File: src/hw/rtl/obs_pkg.sv
// Shared types and constants for the observer blend switch.
// No dependencies; imported by obs_decide, observer_blend_switch and obs_checker.
package obs_pkg;

	localparam int SPEED_W = 24;
	localparam int ANGLE_W = 16;
	localparam int LIMIT_W = 23;
	localparam int MARGIN_W = 22;
	localparam int COUNT_W = 8;
	localparam int CFG_IDX_W = 2;
	localparam int IN_DATA_W = 104;
	localparam int OUT_DATA_W = 56;

	// register indexes on the configuration port
	localparam logic [CFG_IDX_W-1:0] REG_LOW_LIMIT = 2'd0;
	localparam logic [CFG_IDX_W-1:0] REG_HIGH_LIMIT = 2'd1;
	localparam logic [CFG_IDX_W-1:0] REG_DIS_MARGIN = 2'd2;

	localparam logic [LIMIT_W-1:0] LOW_LIMIT_RST = 23'd300;
	localparam logic [LIMIT_W-1:0] HIGH_LIMIT_RST = 23'd1500;
	localparam logic [MARGIN_W-1:0] DIS_MARGIN_RST = 22'd200;

	// a twentieth of a turn, rounded down
	localparam logic [ANGLE_W-1:0] ANGLE_TOL = 16'd3276;
	localparam logic [ANGLE_W-1:0] ANGLE_TOL_NEG = 16'd62260;

	localparam logic [COUNT_W-1:0] COUNT_MAX = 8'd150;
	localparam logic signed [COUNT_W:0] COUNT_HIGH = 9'sd100;
	localparam logic signed [COUNT_W:0] COUNT_LOW = 9'sd30;

	localparam logic SRC_HFI = 1'b0;
	localparam logic SRC_SMO = 1'b1;

	typedef struct packed {
		logic signed [SPEED_W-1:0] hfi_speed;
		logic signed [SPEED_W-1:0] smo_speed;
		logic signed [SPEED_W-1:0] ref_speed;
		logic [ANGLE_W-1:0] hfi_angle;
		logic [ANGLE_W-1:0] smo_angle;
	} obs_item_t;

	typedef struct packed {
		logic [COUNT_W-1:0] agree_count;
		logic source_sel;
		logic signed [SPEED_W-1:0] held_speed;
		logic [ANGLE_W-1:0] held_angle;
		logic inject_enable;
	} obs_state_t;

	typedef struct packed {
		logic [LIMIT_W-1:0] low_limit;
		logic [LIMIT_W-1:0] high_limit;
		logic [MARGIN_W-1:0] dis_margin;
	} obs_cfg_t;

	// magnitude of a signed speed; the most negative value maps to 2^23
	function automatic logic [SPEED_W-1:0] speed_mag(input logic signed [SPEED_W-1:0] v);
		logic [SPEED_W-1:0] r;
		r = v[SPEED_W-1] ? SPEED_W'(-v) : SPEED_W'(v);
		return r;
	endfunction

endpackage

File: src/hw/rtl/obs_decide.sv
// Next-state logic of the observer switch: agreement count, source choice
// and injection enable for one item. Uses obs_pkg.
module obs_decide (
	input  obs_pkg::obs_item_t  item,
	input  obs_pkg::obs_state_t cur,
	input  obs_pkg::obs_cfg_t   cfg,
	output obs_pkg::obs_state_t nxt
);
	import obs_pkg::*;

	logic [SPEED_W-1:0] habs, sabs, rabs, lo, hi;
	logic [ANGLE_W-1:0] diff;
	logic angle_ok, dir_ok, h_low, s_low, r_low, band;
	logic signed [COUNT_W:0] cnt;
	logic [SPEED_W+1:0] sabs_dbl, off_lim;
	logic [SPEED_W:0] on_lim;

	always_comb begin
		habs = speed_mag(item.hfi_speed);
		sabs = speed_mag(item.smo_speed);
		rabs = speed_mag(item.ref_speed);
		lo = SPEED_W'(cfg.low_limit);
		hi = SPEED_W'(cfg.high_limit);
		h_low = habs <= lo;
		s_low = sabs <= lo;
		r_low = rabs <= lo;

		// wrapped difference within the tolerance on either side
		diff = item.hfi_angle - item.smo_angle;
		angle_ok = (diff <= ANGLE_TOL) || (diff >= ANGLE_TOL_NEG);
		dir_ok = (!item.hfi_speed[SPEED_W-1] && !item.smo_speed[SPEED_W-1]) ||
			((item.hfi_speed[SPEED_W-1] || item.hfi_speed == '0) &&
			 (item.smo_speed[SPEED_W-1] || item.smo_speed == '0)) ||
			h_low || s_low;
		cnt = (angle_ok && dir_ok) ?
			$signed({1'b0, cur.agree_count}) + 9'sd1 :
			$signed({1'b0, cur.agree_count}) - 9'sd1;

		band = (rabs > lo && rabs < hi) ||
			(habs > lo && habs < hi && sabs > lo && sabs < hi);

		sabs_dbl = {1'b0, sabs, 1'b0};
		off_lim = (SPEED_W+2)'({cfg.high_limit, 1'b0}) +
			(SPEED_W+2)'({cfg.dis_margin, 1'b0}) + (SPEED_W+2)'(cfg.dis_margin);
		on_lim = (SPEED_W+1)'(cfg.high_limit) + (SPEED_W+1)'(cfg.dis_margin);

		nxt = cur;
		if (h_low || s_low || r_low) begin
			nxt.inject_enable = 1'b1;
			nxt.held_speed = item.hfi_speed;
			nxt.held_angle = item.hfi_angle;
			nxt.source_sel = SRC_HFI;
		end else if (band) begin
			// toggle on high confidence, refresh current source on low, else hold
			if (cnt >= COUNT_HIGH || cnt <= COUNT_LOW) begin
				if ((cnt >= COUNT_HIGH) ? (cur.source_sel == SRC_HFI) :
						(cur.source_sel == SRC_SMO)) begin
					nxt.held_speed = item.smo_speed;
					nxt.held_angle = item.smo_angle;
					nxt.source_sel = SRC_SMO;
				end else begin
					nxt.held_speed = item.hfi_speed;
					nxt.held_angle = item.hfi_angle;
					nxt.source_sel = SRC_HFI;
				end
			end
		end else begin
			if (sabs_dbl > off_lim)
				nxt.inject_enable = 1'b0;
			else if ((SPEED_W+1)'(sabs) < on_lim)
				nxt.inject_enable = 1'b1;
			nxt.held_speed = item.smo_speed;
			nxt.held_angle = item.smo_angle;
			nxt.source_sel = SRC_SMO;
		end

		if (cnt > $signed({1'b0, COUNT_MAX}))
			nxt.agree_count = COUNT_MAX;
		else if (cnt < 9'sd0)
			nxt.agree_count = '0;
		else
			nxt.agree_count = cnt[COUNT_W-1:0];
	end

endmodule

File: src/hw/rtl/observer_blend_switch.sv
// Top level of the observer blend switch: input register, state, result register.
// Depends on obs_pkg and obs_decide.
//
// One request on the s_ channel carries the speeds and angles of both rotor
// observers and the speed reference for one control period. One result
// follows on the m_ channel for every request: the chosen speed and angle,
// the chosen observer (m_tuser), the injection enable and the agreement count.
// A request is taken into an input register, and the decision logic then
// updates the state and loads the result register from it. Throughput is
// one request per cycle while results are taken, set by the single decision
// pass from input register to result register.
// When m_tready is low the result holds and one more request still enters
// the input register; after that s_tready drops until the result is taken.
// Reset empties both registers, clears the counter and held values, selects the
// injection observer with injection enabled, and loads the default limits
// (300, 1500, 200 rpm). Write cfg_* only while no request is in flight.
module observer_blend_switch (
	input  logic clk,
	input  logic arst_n,
	input  logic s_tvalid,
	output logic s_tready,
	// hfi_speed, smo_speed, ref_speed, hfi_angle, smo_angle
	input  logic [obs_pkg::IN_DATA_W-1:0] s_tdata,
	output logic m_tvalid,
	input  logic m_tready,
	// chosen_speed, chosen_angle, injection_on, confidence, zero pad
	output logic [obs_pkg::OUT_DATA_W-1:0] m_tdata,
	// chosen_source
	output logic m_tuser,
	input  logic cfg_we,
	input  logic [obs_pkg::CFG_IDX_W-1:0] cfg_index,
	input  logic [obs_pkg::LIMIT_W-1:0] cfg_data
);
	import obs_pkg::*;

	obs_item_t item_s1;
	logic valid_s1;
	obs_state_t state_q, state_nxt, res_q;
	obs_cfg_t cfg_q;
	logic out_valid_q, advance;

	assign advance = valid_s1 && (!out_valid_q || m_tready);
	assign s_tready = !valid_s1 || advance;

	always_ff @(posedge clk or negedge arst_n) begin
		if (!arst_n) begin
			cfg_q.low_limit <= LOW_LIMIT_RST;
			cfg_q.high_limit <= HIGH_LIMIT_RST;
			cfg_q.dis_margin <= DIS_MARGIN_RST;
		end else if (cfg_we) begin
			case (cfg_index)
				REG_LOW_LIMIT: cfg_q.low_limit <= cfg_data;
				REG_HIGH_LIMIT: cfg_q.high_limit <= cfg_data;
				REG_DIS_MARGIN: cfg_q.dis_margin <= cfg_data[MARGIN_W-1:0];
				default: ;
			endcase
		end
	end

	always_ff @(posedge clk or negedge arst_n) begin
		if (!arst_n) begin
			valid_s1 <= 1'b0;
		end else if (s_tready) begin
			valid_s1 <= s_tvalid;
		end
	end

	always_ff @(posedge clk) begin
		if (s_tready && s_tvalid) begin
			item_s1.hfi_speed <= s_tdata[23:0];
			item_s1.smo_speed <= s_tdata[47:24];
			item_s1.ref_speed <= s_tdata[71:48];
			item_s1.hfi_angle <= s_tdata[87:72];
			item_s1.smo_angle <= s_tdata[103:88];
		end
	end

	obs_decide u_decide (
		.item(item_s1),
		.cur(state_q),
		.cfg(cfg_q),
		.nxt(state_nxt)
	);

	always_ff @(posedge clk or negedge arst_n) begin
		if (!arst_n) begin
			state_q.agree_count <= '0;
			state_q.source_sel <= SRC_HFI;
			state_q.held_speed <= '0;
			state_q.held_angle <= '0;
			state_q.inject_enable <= 1'b1;
			out_valid_q <= 1'b0;
		end else begin
			if (advance)
				state_q <= state_nxt;
			if (advance)
				out_valid_q <= 1'b1;
			else if (m_tready)
				out_valid_q <= 1'b0;
		end
	end

	always_ff @(posedge clk) begin
		if (advance)
			res_q <= state_nxt;
	end

	assign m_tvalid = out_valid_q;
	assign m_tuser = res_q.source_sel;
	assign m_tdata = {7'd0, res_q.agree_count, res_q.inject_enable,
		res_q.held_angle, res_q.held_speed};

endmodule

File: config.mk
export PLATFORM = sky130hd
export DESIGN_NAME = observer_blend_switch
export DESIGN_NICKNAME = d
export VERILOG_FILES = /design/src/hw/rtl/obs_pkg.sv /design/src/hw/rtl/obs_decide.sv /design/src/hw/rtl/observer_blend_switch.sv
export SDC_FILE = /design/constraint.sdc
export NUM_CORES = 1
export LEC_CHECK = 0
export CAP_MARGIN = 20
export CORE_MARGIN = 3
export CORE_UTILIZATION = 40
export CTS_CLUSTER_SIZE = 14
export DETAILED_ROUTE_END_ITERATION = 12
export DONT_BUFFER_PORTS = 1
export GPL_TIMING_DRIVEN = 0
export PLACE_DENSITY = 0.54
export SETUP_SLACK_MARGIN = 0.4
export SLEW_MARGIN = 20
export SYNTH_ARGS = -nofsm -noshare
export SYNTH_HDL_FRONTEND = slang
export SYNTH_SLANG_ARGS = --single-unit
File: constraint.sdc
create_clock -name clk -period 20 [get_ports clk]
set_input_delay 0 -clock clk [delete_from_list [all_inputs] [get_ports clk]]
set_output_delay 0 -clock clk [all_outputs]
set_load 0.05 [all_outputs]
# After elaboration in Yosys (flattened, before gate mapping)
# Index checks and enable logic that the tools add are counted.
# word_totals
ff_bits	274
latchBits	0
ramBits	0
romBits	0
inputBits	134
out_inout_bits	59
wordCells	97
n_memories	0
# op_classes
addsub	9
multipliers	0
div	0
n_lt_le_gt_ge	17
eq_ne	2
shifts	0
mux	16
bitwise	1
reduce_logical	32
# ops
op	count
two-way mux 41 bit	3
greater-than comparator 24 x 23 -> 1 bit	3
<= comparator 24 x 23 -> 1 bit	3
less-than comparator 24 x 23 -> 1 bit	3
two-way mux 24 bit	3
negation 24 bit	3
zero test 24 bit	2
two-way mux 42 bit	1
adder 26 x 22 -> 26 bit	1
greater-than comparator 25 x 26 -> 1 bit	1
adder 24 x 23 -> 25 bit	1
less-than comparator 24 x 25 -> 1 bit	1
adder 23 x 22 -> 24 bit	1
greater-or-equal comparator 16 bit, second input constant	1
<= comparator 16 x 12 -> 1 bit, second input constant	1
two-way mux 8 bit	2
subtractor 16 bit	1
logical OR 1 bit	12
adder 8 x 1 -> 9 bit, second input constant	1
greater-or-equal comparator 9 x 8 -> 1 bit, second input constant	1
greater-than comparator 9 bit, second input constant	1
<= comparator 9 x 6 -> 1 bit, second input constant	1
logical AND 1 bit	9
less-than comparator 9 x 1 -> 1 bit, second input constant	1
other kinds (10)	20

# Depth between registers and ports, before layout
# Gate-level depths: netlist of run 1.
# depth
depth_word	14
ltp_mapped	29

# Modules after synthesis
# Synthesis of run 1 repeated with hierarchy kept, for this count alone.
# hier_totals
cells_unflattened	1761
hier_area_um2	19337.3
# modules_own_cells
module	instances	cells_per_inst	area_each_um2
obs_decide	1	1340	10129.7
observer_blend_switch	1	421	9207.6

# Least setup slack after synthesis of run 1
# No wires, ideal clock.
# synth_path
path_kind	register to register
start	register item_s1[93] (netlist name)
end	register res_q, in the netlist m_tdata[0] (data pin)
t_arrival_ns	6.657
required_time_ns	19.868
slack_ns	13.211
stages_incl_launch_ff	28
synth_period_minus_slack_ns	6.789
cell_sequence	edfxtp_1 > or4_1 > or3_1 > or3_1 > o21ai_0 > xnor2_1 > ha_1 > and3_1 > a221oi_1 > o21ai_0 > mux2_2 > o22ai_1 > o21bai_4 > o2111ai_4 > nand2_4 > inv_1 > ha_1 > nor2b_1 > o31a_1 > o31a_1 > a21oi_1 > o211ai_1 > and2_1 > or2_2 > mux4_2 > a21oi_4 > buf_6 > a221o_1
# synth_lines
item	line	source
start, declared	observer_blend_switch.sv:36	obs_item_t item_s1;
end signal, assigned	observer_blend_switch.sv:105	res_q <= state_nxt;
end, declared	observer_blend_switch.sv:38	obs_state_t state_q, state_nxt, res_q;

==> results of run 1 <==
## registers in the layout (all words and copies together), names as in the netlist
signal / flops
item_s1: 104
state_q: 50
m_tuser: 1
valid_s1: 1
m_tvalid: 1
cfg_q: 68
m_tdata: 49
## per-layer routing
metal  up-vias  GRT usage  part of all wire
met2       374     0.3720              0.46
met1      7400     0.3202              0.46
met4         2    0.04961             0.018
met3        62    0.04754             0.059
met5         -          0           0.00019
li1       7229          -                 -
## cell usage in the layout (no fill, tap or decap), types with 8 or more instances in the layout
cell,instances
sky130_fd_sc_hd__o41ai_1,10
sky130_fd_sc_hd__o211ai_1,12
sky130_fd_sc_hd__o21bai_1,9
sky130_fd_sc_hd__o21ai_0,105
sky130_fd_sc_hd__and3_1,14
sky130_fd_sc_hd__buf_4,8
sky130_fd_sc_hd__nand3_1,28
sky130_fd_sc_hd__buf_6,8
sky130_fd_sc_hd__a21boi_1,28
sky130_fd_sc_hd__xnor2_1,92
sky130_fd_sc_hd__nand2_1,93
sky130_fd_sc_hd__or2_2,11
sky130_fd_sc_hd__a21oi_1,78
sky130_fd_sc_hd__o31ai_1,25
sky130_fd_sc_hd__edfxtp_1,154
sky130_fd_sc_hd__and2_0,35
sky130_fd_sc_hd__and2_1,15
sky130_fd_sc_hd__nor2_1,65
sky130_fd_sc_hd__nand2b_1,24
sky130_fd_sc_hd__clkbuf_1,43
sky130_fd_sc_hd__dfrtp_1,105
sky130_fd_sc_hd__clkbuf_16,35
sky130_fd_sc_hd__o21a_1,15
sky130_fd_sc_hd__nand4_1,26
sky130_fd_sc_hd__dfstp_2,15
sky130_fd_sc_hd__or4_1,9
sky130_fd_sc_hd__inv_1,114
sky130_fd_sc_hd__nor2b_1,18
sky130_fd_sc_hd__xor2_1,28
sky130_fd_sc_hd__nor3_1,25
sky130_fd_sc_hd__a21boi_0,15
sky130_fd_sc_hd__dlygate4sd3_1,136
sky130_fd_sc_hd__a31oi_1,9
sky130_fd_sc_hd__clkinv_2,10
sky130_fd_sc_hd__a211oi_1,22
sky130_fd_sc_hd__or3_1,14
sky130_fd_sc_hd__a21o_1,55
sky130_fd_sc_hd__mux2_2,51
sky130_fd_sc_hd__ha_1,251
sky130_fd_sc_hd__a221o_1,82
## synthesized netlist by cell type (35+ instances only)
cell,number
sky130_fd_sc_hd__a21o_1,55
sky130_fd_sc_hd__a21oi_1,78
sky130_fd_sc_hd__a221o_1,82
sky130_fd_sc_hd__and2_0,35
sky130_fd_sc_hd__clkbuf_1,36
sky130_fd_sc_hd__dfrtp_1,105
sky130_fd_sc_hd__edfxtp_1,154
sky130_fd_sc_hd__ha_1,251
sky130_fd_sc_hd__inv_1,114
sky130_fd_sc_hd__mux2_2,51
sky130_fd_sc_hd__nand2_1,93
sky130_fd_sc_hd__nor2_1,65
sky130_fd_sc_hd__o21ai_0,105
sky130_fd_sc_hd__xnor2_1,92
## metrics by stage
step	area, sq um	utilization	setup WS [ns]	instances
detailed placement	20100	0.4273	11.50	2421
global placement	20030	0.4257	11.49	2418
CTS	22560	0.4795	11.45	2619
floorplan	19270	-	13.21	1811
finish	22560	0.4795	11.38	2620
global route	22560	0.4795	10.77	2619
## worst reg2reg max path, delay by kind of cell (launching register included)
kind	cells	cell delay [ns]
simple gates	11	3.45
compound gates	10	2.25
buf+inv	3	0.77
fa+ha+maj	2	0.68
xor+xnor	2	0.55
flops	1	0.35
mux	1	0.33
## power by group
group	internal, uW	switching, uW	total, uW
registers	711	137	848
clock network	349	250	599
logic	599	776	1380
total	1660	1160	2820
## logic make-up (layout without fill, tap and decap cells)
family | after synthesis | count (layout) | synth area share
AO/OA/AOI/OAI | 523 | 523 | 0.1995
AND/OR/NAND/NOR | 407 | 407 | 0.1113
flip-flops | 274 | 274 | 0.3973
adder cells (fa/ha/maj) | 255 | 255 | 0.1673
buffers and inverters | 172 | 373 | 0.03829
XOR/XNOR | 120 | 120 | 0.05461
multiplexers | 53 | 53 | 0.03153
other | 1 | 8 | 0.0001948
## path summary, 6_finish.rpt
check	startpoint	slack [ns]	endpoint
worst max-delay path	item_s1[82]	11.38	m_tdata[2]
worst min-delay path	s_tvalid	0.04	item_s1[18]
worst max register to register	item_s1[82]	11.38	m_tdata[2]
worst min register to register	valid_s1	0.50	m_tvalid
max in group asynchronous	arst_n	19.26	cfg_q[9]
min in group asynchronous	arst_n	0.12	m_tvalid
## final cells by class
cell class              count  area share
multi-input cells        1365      0.4829
flip-flops and latches    274      0.3389
well taps                 607     0.03366
repair buffers            140     0.06433
plain buffers              58     0.01386
diodes                      1   0.0001109
clock inverters            18    0.007154
inverters                 114     0.01897
clock buffers              43     0.04015
==> results.py, run 1 <==
metrics = {
    "sta": {
        "timing.fmax_mhz": 116.0,
        "worst_pin_slew_ns": 0.8702,
        "setup-violations-final": 0,
        "worst_slew_slack_as_a_fraction_of_its_limit": 0.4048,
        "timing.final.hold_violations": 0,
        "finalMaxSlewViolations": 0,
        "timing.final.crit_share": 0.4310,
        "fin_tns_setup_ns": 0,
        "rsz0062_at_grt": "no",
        "whs_ns": 0.04017,
        "finClkSkew_ns": 0.01883,
        "layout_min_cycle_time_ns": 8.620,
    },
    "logic_synthesis": {
        "netlist-cell-type-count": 80,
        "synth_enable_flop_cells": 154,
        "ys_ff_latch": 274,
        "ys_warn_count": 0,
        "syn-instance-count": 1805,
        "syn-cell-area_sq_um": 19250,
        "yosysTopAreaCellShare": 0.2403,
        "ys.flop_type": "sky130_fd_sc_hd__edfxtp_1",
        "synth.yosys.seq_area_share": 0.3973,
        "synth.avg_cell_area_sq_um": 10.66,
        "netlist_top_cells_area": "sky130_fd_sc_hd__edfxtp_1 24%, sky130_fd_sc_hd__ha_1 16%, sky130_fd_sc_hd__dfrtp_1 14%",
        "synthDominantAreaCellType": "sky130_fd_sc_hd__edfxtp_1",
        "fraction_of_registers_with_async_set_reset": 0.4380,
    },
    "global_routing": {
        "largest_net_degree_at_the_start_of_global_routing": 121,
        "grt.total_usage": 0.2302,
        "total_overflow_reported_by_the_global_router": 0,
        "global_route_wire_length_before_repair_microns": 89780,
        "grt_antenna_before_repair": 1,
        "vias_in_the_first_global_route": 15060,
    },
    "placed_design": {
        "gp_weighted_congestion": 0.9387,
        "numPortBuffers": 0,
        "detailed_place_hpwl_microns": 45140,
    },
    "power_and_ir_drop": {
        "power_uw": 2822,
        "static_leakage_uw": 0.009397,
        "ir_drop_mv": 0.07375,
        "power-per-cell-area_nw_per_um2": 125.1,
    },
    "setup_path": {
        "worstPathRequired_ns": 20.29,
        "timing.critical_path.slowest_stage_cell": "sky130_fd_sc_hd__nor4_1",
        "max_stage_delay_ns": 0.80,
        "critical_path.startpoint_type": "register",
        "cp_num_cells": 29,
        "crit_buf_inv": 3,
        "critPathCaptureType": "register",
        "max_fo_critical_path": 10,
        "path_delay_family": "simple AND/OR/NAND/NOR gates",
        "worst-setup-path-type": "reg -> reg",
        "reg2reg_depth": 29,
        "worst-endpoint-arrival_ns": 8.91,
    },
    "detailed_routing": {
        "vias_per_cell": 5.751,
        "vias_after_detailed_routing": 15070,
        "drt_iter0_drc": 1098,
        "detail_route.wirelength_microns": 58890,
        "post_drt_wl_per_cell_microns": 22.48,
        "drt_pass1_iterations": 5,
        "drc": 0,
        "postRouteAntennaNets": 0,
    },
    "clock_network": {
        "tritoncts_clock_tree": "built",
        "numClockSinks": 274,
        "cts_post_setup_buffers_inserted": 0,
        "clk_transition_reported_paths_ns": 0.06,
        "post_cts_hold_buffer_count": 137,
        "clockRootBuffer": "sky130_fd_sc_hd__clkbuf_16",
        "cts-root-to-sink-buffers": 3,
        "clock_tree.htree_level_count": 2,
        "tritoncts.num_buffers": 34,
        "post_cts_resize_count": 0,
        "clk_latency_ns": 0.54,
    },
    "floorplan": {
        "die-width_microns": 225.4,
        "top_level_ports": 193,
        "dieArea_sq_um": 50790,
        "floorplan.rows": 79,
        "core_area_sq_um": 47050,
        "initial_util": 0.4091,
        "chipHeight_microns": 225.4,
    },
    "hold_path": {
        "timing.hold.worst.class": "in -> reg",
        "whs_path_depth": 1,
    },
    "finish": {
        "areaGrowthSynthToFinish_pct": 17.22,
        "fin_nets": 2376,
        "filler_cell_count": 4351,
        "final_layout_size_suffix_gt1_frac": 0.08300,
        "multiInputGateArea_sq_um": 10890,
        "seqCellArea_sq_um": 7646,
    },
    "outcome": {
        "outcome": "finished, final reports clean",
    },
    "flow_run": {
        "max_cap_viols": 0,
    },
}
(Power assumes the default switching activity.)
==> inputs of run 2 (changes only) <==
PLACE_DENSITY = 0.56   (was 0.54)
clock period = 7.7 ns   (was 20 ns; I/O delays follow)
==> run 2 against run 1 <==
  * Flip-flop and latch count is the same
  * Combinational power grew to 2.9 times the previous value
  * Sequential power increased to 2.6 times the previous value
  * Clock skew up 0.0079 ns
  * Via count is 4.1% higher
  * First-iteration DRC count rose by 1.0%
  * Setup slack lost 11 ns
  * Wire length is 3.5% higher
==> results.py, run 2 (synthesis results as in run 1) <==
metrics = {
    "placed_design": {
        "gp_weighted_congestion": 0.9257,
        "detailed_place_hpwl_microns": 44780,
        "numPortBuffers": 0,
    },
    "sta": {
        "whs_ns": 0.07768,
        "rsz0062_at_grt": "yes",
        "worst_slew_slack_as_a_fraction_of_its_limit": 0.4483,
        "timing.final.hold_violations": 0,
        "layout_min_cycle_time_ns": 7.347,
        "worst_pin_slew_ns": 0.8066,
        "timing.final.crit_share": 0.9541,
        "fin_tns_setup_ns": 0,
        "timing.fmax_mhz": 136.1,
        "setup-violations-final": 0,
        "finalMaxSlewViolations": 0,
        "finClkSkew_ns": 0.02674,
    },
    "flow_run": {
        "max_cap_viols": 0,
    },
    "detailed_routing": {
        "vias_after_detailed_routing": 15690,
        "drc": 0,
        "post_drt_wl_per_cell_microns": 22.64,
        "drt_iter0_drc": 1109,
        "postRouteAntennaNets": 0,
        "vias_per_cell": 5.825,
        "drt_pass1_iterations": 5,
        "detail_route.wirelength_microns": 60970,
    },
    "setup_path": {
        "critPathCaptureType": "register",
        "critical_path.startpoint_type": "register",
        "worstPathRequired_ns": 7.98,
        "worst-endpoint-arrival_ns": 7.63,
        "timing.critical_path.slowest_stage_cell": "sky130_fd_sc_hd__or4_4",
        "cpMostUsedCell": "sky130_fd_sc_hd__buf_6",
        "worst-setup-path-type": "reg -> reg",
        "max_fo_critical_path": 5,
        "max_stage_delay_ns": 0.57,
    },
    "global_routing": {
        "total_overflow_reported_by_the_global_router": 0,
        "vias_in_the_first_global_route": 15500,
        "grt.total_usage": 0.2336,
        "grt_most_used_layer": "met2",
        "global_route_wire_length_before_repair_microns": 91600,
        "use_met2": 0.3745,
        "global_route.usage.met1": 0.3306,
        "grt_antenna_before_repair": 2,
        "largest_net_degree_at_the_start_of_global_routing": 121,
        "grtUsageMet3": 0.03778,
    },
    "power_and_ir_drop": {
        "power_uw": 7969,
        "switching_share": 0.3983,
        "total_switching_power_uw": 3174,
        "share_clk_of_total_power": 0.224,
        "comb_power_share": 0.499,
        "ir_drop_mv": 0.2475,
        "static_leakage_uw": 0.01016,
        "power-per-cell-area_nw_per_um2": 330.1,
        "power.share.sequential": 0.277,
        "internal_power_uw": 4795,
    },
    "clock_network": {
        "tritoncts_clock_tree": "built",
        "clock_tree.htree_level_count": 2,
        "clockRootBuffer": "sky130_fd_sc_hd__clkbuf_16",
        "clk_transition_reported_paths_ns": 0.06,
        "numClockSinks": 274,
        "clk_latency_ns": 0.55,
        "cts-root-to-sink-buffers": 3,
        "tritoncts.num_buffers": 35,
    },
    "floorplan": {
        "floorplan.rows": 79,
        "dieArea_sq_um": 50790,
        "chipHeight_microns": 225.4,
        "core_area_sq_um": 47050,
        "die-width_microns": 225.4,
        "top_level_ports": 193,
        "initial_util": 0.4091,
    },
    "finish": {
        "final_layout_size_suffix_gt1_frac": 0.1597,
        "layout.cells.most_common_list": "246 x sky130_fd_sc_hd__ha_1, 154 x sky130_fd_sc_hd__edfxtp_1, 137 x sky130_fd_sc_hd__dlygate4sd3_1",
        "largest_registers": "item_s1 (104), cfg_q (68), state_q (50)",
        "largest_register_ff_count": 104,
        "largest_register": "item_s1",
        "areaGrowthSynthToFinish_pct": 25.41,
        "most_common_cell_after_layout_fill_and_taps_aside": "sky130_fd_sc_hd__ha_1",
        "fin_nets": 2447,
    },
    "hold_path": {
        "timing.hold.worst.class": "in -> reg",
    },
    "outcome": {
        "outcome": "finished, final reports clean",
    },
}
run 2: cell count changes in the layout (fill, tap and decap cells not counted), moves of 10 or more:
cell                       delta
sky130_fd_sc_hd__buf_12      +10
sky130_fd_sc_hd__buf_4       +50
sky130_fd_sc_hd__clkbuf_1    -19
sky130_fd_sc_hd__clkbuf_2    +11
sky130_fd_sc_hd__o21ai_0     -11
sky130_fd_sc_hd__xnor2_1     -17
sky130_fd_sc_hd__xnor2_2     +17
run 2: power by group through the flow:
| stage | clock (uW) | sequential [uW] | combinational, uW |
|---|---|---|---|
| 2_1_floorplan | 0 | 2160 | 2660 |
| 3_3_place_gp | 0 | 2230 | 3340 |
| 3_5_place_dp | 0 | 2220 | 3410 |
| 4_1_cts | 1820 | 2210 | 3760 |
| 5_1_grt | 1880 | 2230 | 4460 |
| 6_report | 1780 | 2210 | 3980 |
run 2: per-stage QoR:
| step | util | setup WS (ns) | instances | area [sq um] |
|---|---|---|---|---|
| CTS | 0.4999 | 0.4164 | 2667 | 23520 |
| finish | 0.5130 | 0.3534 | 2693 | 24140 |
| floorplan | - | 0.9112 | 1811 | 19270 |
| global placement | 0.4257 | -0.8686 | 2418 | 20030 |
| global route | 0.5130 | 0.1265 | 2693 | 24140 |
| detailed placement | 0.4275 | -0.8661 | 2422 | 20120 |
run 2: critical path: cells and delay by family, from the launching register on:
kind                       cells  cell delay [ns]
and+or+nand+nor               11             2.42
AOI/OAI and AO/OA              8             1.81
buffers and inverters          7             1.06
adders and majority gates      2             0.58
DFF                            1             0.48
muxes                          1             0.35
xor gates and xnor gates       2             0.34
run 2: layout make-up:
cell class / count / area (sq um)
multi-input cells: 1365 / 11460
fillers: 4181 / 22910
plain buffers: 58 / 451.7
well taps: 607 / 759.5
repair buffers: 210 / 2135
clock inverters: 24 / 342.8
clock buffers: 40 / 904.6
diodes: 1 / 2.502
inverters: 114 / 431.7
flip-flops and latches: 274 / 7646
run 2: worst paths after layout:
path	startpoint	endpoint	slack (ns)	cells after the start
setup / recovery	item_s1[89]	m_tdata[3]	0.35	31
hold reg to reg	state_q[0]	state_q[0]	0.51	2
min in group asynchronous	arst_n	state_q[4]	0.14	2
hold / removal	s_tdata[84]	item_s1[28]	0.08	1
max in group asynchronous	arst_n	cfg_q[13]	6.92	2
setup reg to reg	item_s1[89]	m_tdata[3]	0.35	31
run 2: per-layer routing:
metal  part of all wire  wire [microns]
met5                  0               0
met4              0.022            1333
met3              0.063            3853
met2               0.46           27890
met1               0.46           27890
run 2: timing repair:
action,in CTS,in global routing
resized for setup,81,92
endpoints found under the setup margin,98,90
buffers inserted,39,21
cloned,4,4
pin swaps,30,70
hold endpoints to repair,328,0
hold buffers,138,0
==> inputs of run 3 (changes only) <==
CTS_CLUSTER_SIZE = 16   (was 14)
HOLD_SLACK_MARGIN = 0.03   (was unset)
clock period = 6.4 ns   (was 7.7 ns; I/O delays follow)
==> run 3 against run 2 <==
  * The flow now finishes with violations (negative setup slack)
  * Via count rose by 1.4%
  * Flip-flop and latch count unchanged
  * Largest power group unchanged
  * Power increased by 28%
==> results.py, run 3 (synthesis results as in run 1) <==
metrics = {
    "outcome": {
        "outcome": "finished with violations",
        "failing_checks": "negative setup slack",
    },
    "detailed_routing": {
        "post_drt_wl_per_cell_microns": 22.78,
        "drc": 0,
        "vias_after_detailed_routing": 15900,
        "drt_pass1_iterations": 5,
        "drt_iter0_drc": 1119,
        "postRouteAntennaNets": 0,
        "detail_route.wirelength_microns": 62380,
        "vias_per_cell": 5.809,
    },
    "global_routing": {
        "vias_in_the_first_global_route": 15730,
        "grt.total_usage": 0.2387,
        "total_overflow_reported_by_the_global_router": 0,
        "grt_antenna_before_repair": 4,
        "largest_net_degree_at_the_start_of_global_routing": 121,
        "global_route_wire_length_before_repair_microns": 93330,
    },
    "sta": {
        "timing.fmax_mhz": 138.5,
        "timing.final.hold_violations": 0,
        "setup-violations-final": 96,
        "worst_pin_slew_ns": 0.8853,
        "timing.final.crit_share": 1.128,
        "rsz0062_at_grt": "yes",
        "finClkSkew_ns": 0.03227,
        "finalMaxSlewViolations": 0,
        "layout_min_cycle_time_ns": 7.222,
        "layout_setup_ws_ns": -0.8216,
        "worst_slew_slack_as_a_fraction_of_its_limit": 0.4098,
        "whs_ns": 0.03485,
    },
    "floorplan": {
        "dieArea_sq_um": 50790,
        "top_level_ports": 193,
        "die-width_microns": 225.4,
        "chipHeight_microns": 225.4,
        "initial_util": 0.4091,
        "floorplan.rows": 79,
        "core_area_sq_um": 47050,
    },
    "power_and_ir_drop": {
        "static_leakage_uw": 0.01041,
        "total_switching_power_uw": 4099,
        "comb_power_share": 0.531,
        "switching_share": 0.4021,
        "ir_drop_mv": 0.2971,
        "share_clk_of_total_power": 0.209,
        "power.share.sequential": 0.260,
        "internal_power_uw": 6094,
        "power-per-cell-area_nw_per_um2": 413.1,
    },
    "setup_path": {
        "worst-endpoint-arrival_ns": 7.52,
        "critical_path.startpoint_type": "register",
        "critPathCaptureType": "register",
        "timing.critical_path.slowest_stage_cell": "sky130_fd_sc_hd__or4_4",
        "worstPathRequired_ns": 6.70,
        "worst-setup-path-type": "reg -> reg",
        "max_fo_critical_path": 10,
        "max_stage_delay_ns": 0.54,
    },
    "hold_path": {
        "timing.hold.worst.class": "in -> async",
    },
    "clock_network": {
        "clk_latency_ns": 0.56,
        "numClockSinks": 274,
        "clk_transition_reported_paths_ns": 0.06,
        "tritoncts.num_buffers": 34,
        "clock_tree.htree_level_count": 2,
        "clockRootBuffer": "sky130_fd_sc_hd__clkbuf_16",
        "tritoncts_clock_tree": "built",
        "cts-root-to-sink-buffers": 3,
    },
    "finish": {
        "filler_cell_count": 4075,
        "largest_register_ff_count": 104,
        "layout.cells.most_common_list": "245 x sky130_fd_sc_hd__ha_1, 154 x sky130_fd_sc_hd__edfxtp_1, 135 x sky130_fd_sc_hd__dlygate4sd3_1",
        "areaGrowthSynthToFinish_pct": 28.21,
        "largest_register": "item_s1",
        "instances_no_fill": 2738,
        "fin_nets": 2491,
        "final_layout_size_suffix_gt1_frac": 0.1898,
        "largest_registers": "item_s1 (104), cfg_q (68), state_q (50)",
        "most_common_cell_after_layout_fill_and_taps_aside": "sky130_fd_sc_hd__ha_1",
        "final_core_utilization": 0.5245,
    },
    "placed_design": {
        "dpl.cell_count": 2422,
        "numPortBuffers": 0,
        "gp_weighted_congestion": 0.9147,
        "detailed_place_hpwl_microns": 44730,
    },
    "flow_run": {
        "max_cap_viols": 0,
    },
}
[run 3: cell count changes in the layout (fill, tap and decap cells not counted), sizes merged]
cell and change:
inv +1, buf +52, diode +2, clkbuf -6
clkinvlp -1, dlygate4sd3 -2, clkinv -1
[run 3: worst max-delay path, delay by kind of cell, from the launching register on]
| kind | cells | cell delay (ns) |
|---|---|---|
| AND/OR/NAND/NOR | 12 | 2.73 |
| multiplexers | 1 | 0.33 |
| XOR/XNOR | 2 | 0.33 |
| flip-flops | 1 | 0.49 |
| adder cells (fa/ha/maj) | 2 | 0.59 |
| buffers and inverters | 3 | 0.52 |
| AO/OA/AOI/OAI | 9 | 1.94 |
[run 3: worst paths after layout]
kind                       depth (start not counted)  slack (ns)           to   startpoint
min in group clk                                   1        0.06  item_s1[61]  s_tdata[29]
hold / removal                                     2        0.03     cfg_q[5]       arst_n
setup reg to reg                                  29       -0.82  m_tdata[29]  item_s1[87]
max in group asynchronous                          2        5.74  state_q[37]       arst_n
setup / recovery                                  29       -0.82  m_tdata[29]  item_s1[87]
hold reg to reg                                    2        0.49  state_q[49]  state_q[49]
[run 3: area by class of cell]
cell class                 count  area (sq um)  area share
timing repair buffer         255          2562      0.1038
clock buffer                  39         879.6     0.03564
inverter                     114         435.4     0.01764
tap                          607         759.5     0.03078
multi-input combinational   1365         11610      0.4706
sequential                   274          7647      0.3099
antenna                        3         7.507   0.0003042
buffer                        58         434.2     0.01759
clock inverter                23         337.8     0.01369
[run 3: stage by stage]
stage	area (sq um)	setup slack, ns	TNS, ns	power, uW
after floorplan	19380	0.01542	0	5877
after global placement	20140	-1.644	-139.64	6776
after detailed placement	20230	-1.711	-144.76	6869
after CTS	24190	-0.5188	-41.24	9733
after global routing	24680	-0.9614	-82.74	10890
final	24680	-0.8216	-66.06	10190
[run 3: power by group through the flow]
stage | registers, uW | logic, uW | clock network, uW
global route | 2670 | 5980 | 2240
finish | 2650 | 5410 | 2130
global placement | 2690 | 4090 | 0
floorplan | 2600 | 3280 | 0
detailed placement | 2680 | 4190 | 0
CTS | 2640 | 4920 | 2170
[run 3: timing repair]
action	4_1_cts	5_1_grt
endpoints found under the setup margin	100	100
setup buffers	72	34
hold buffers	136	0
endpoints found under the hold margin	317	0
pin swaps	41	37
gates resized for setup	137	67
cloned	9	0
[run 3: routing by layer]
layer / GRT usage / share of wire
met1: 0.3252 / 0.45
met2: 0.3892 / 0.47
met3: 0.03647 / 0.051
met4: 0.08241 / 0.032
met5: 0 / 0.00021
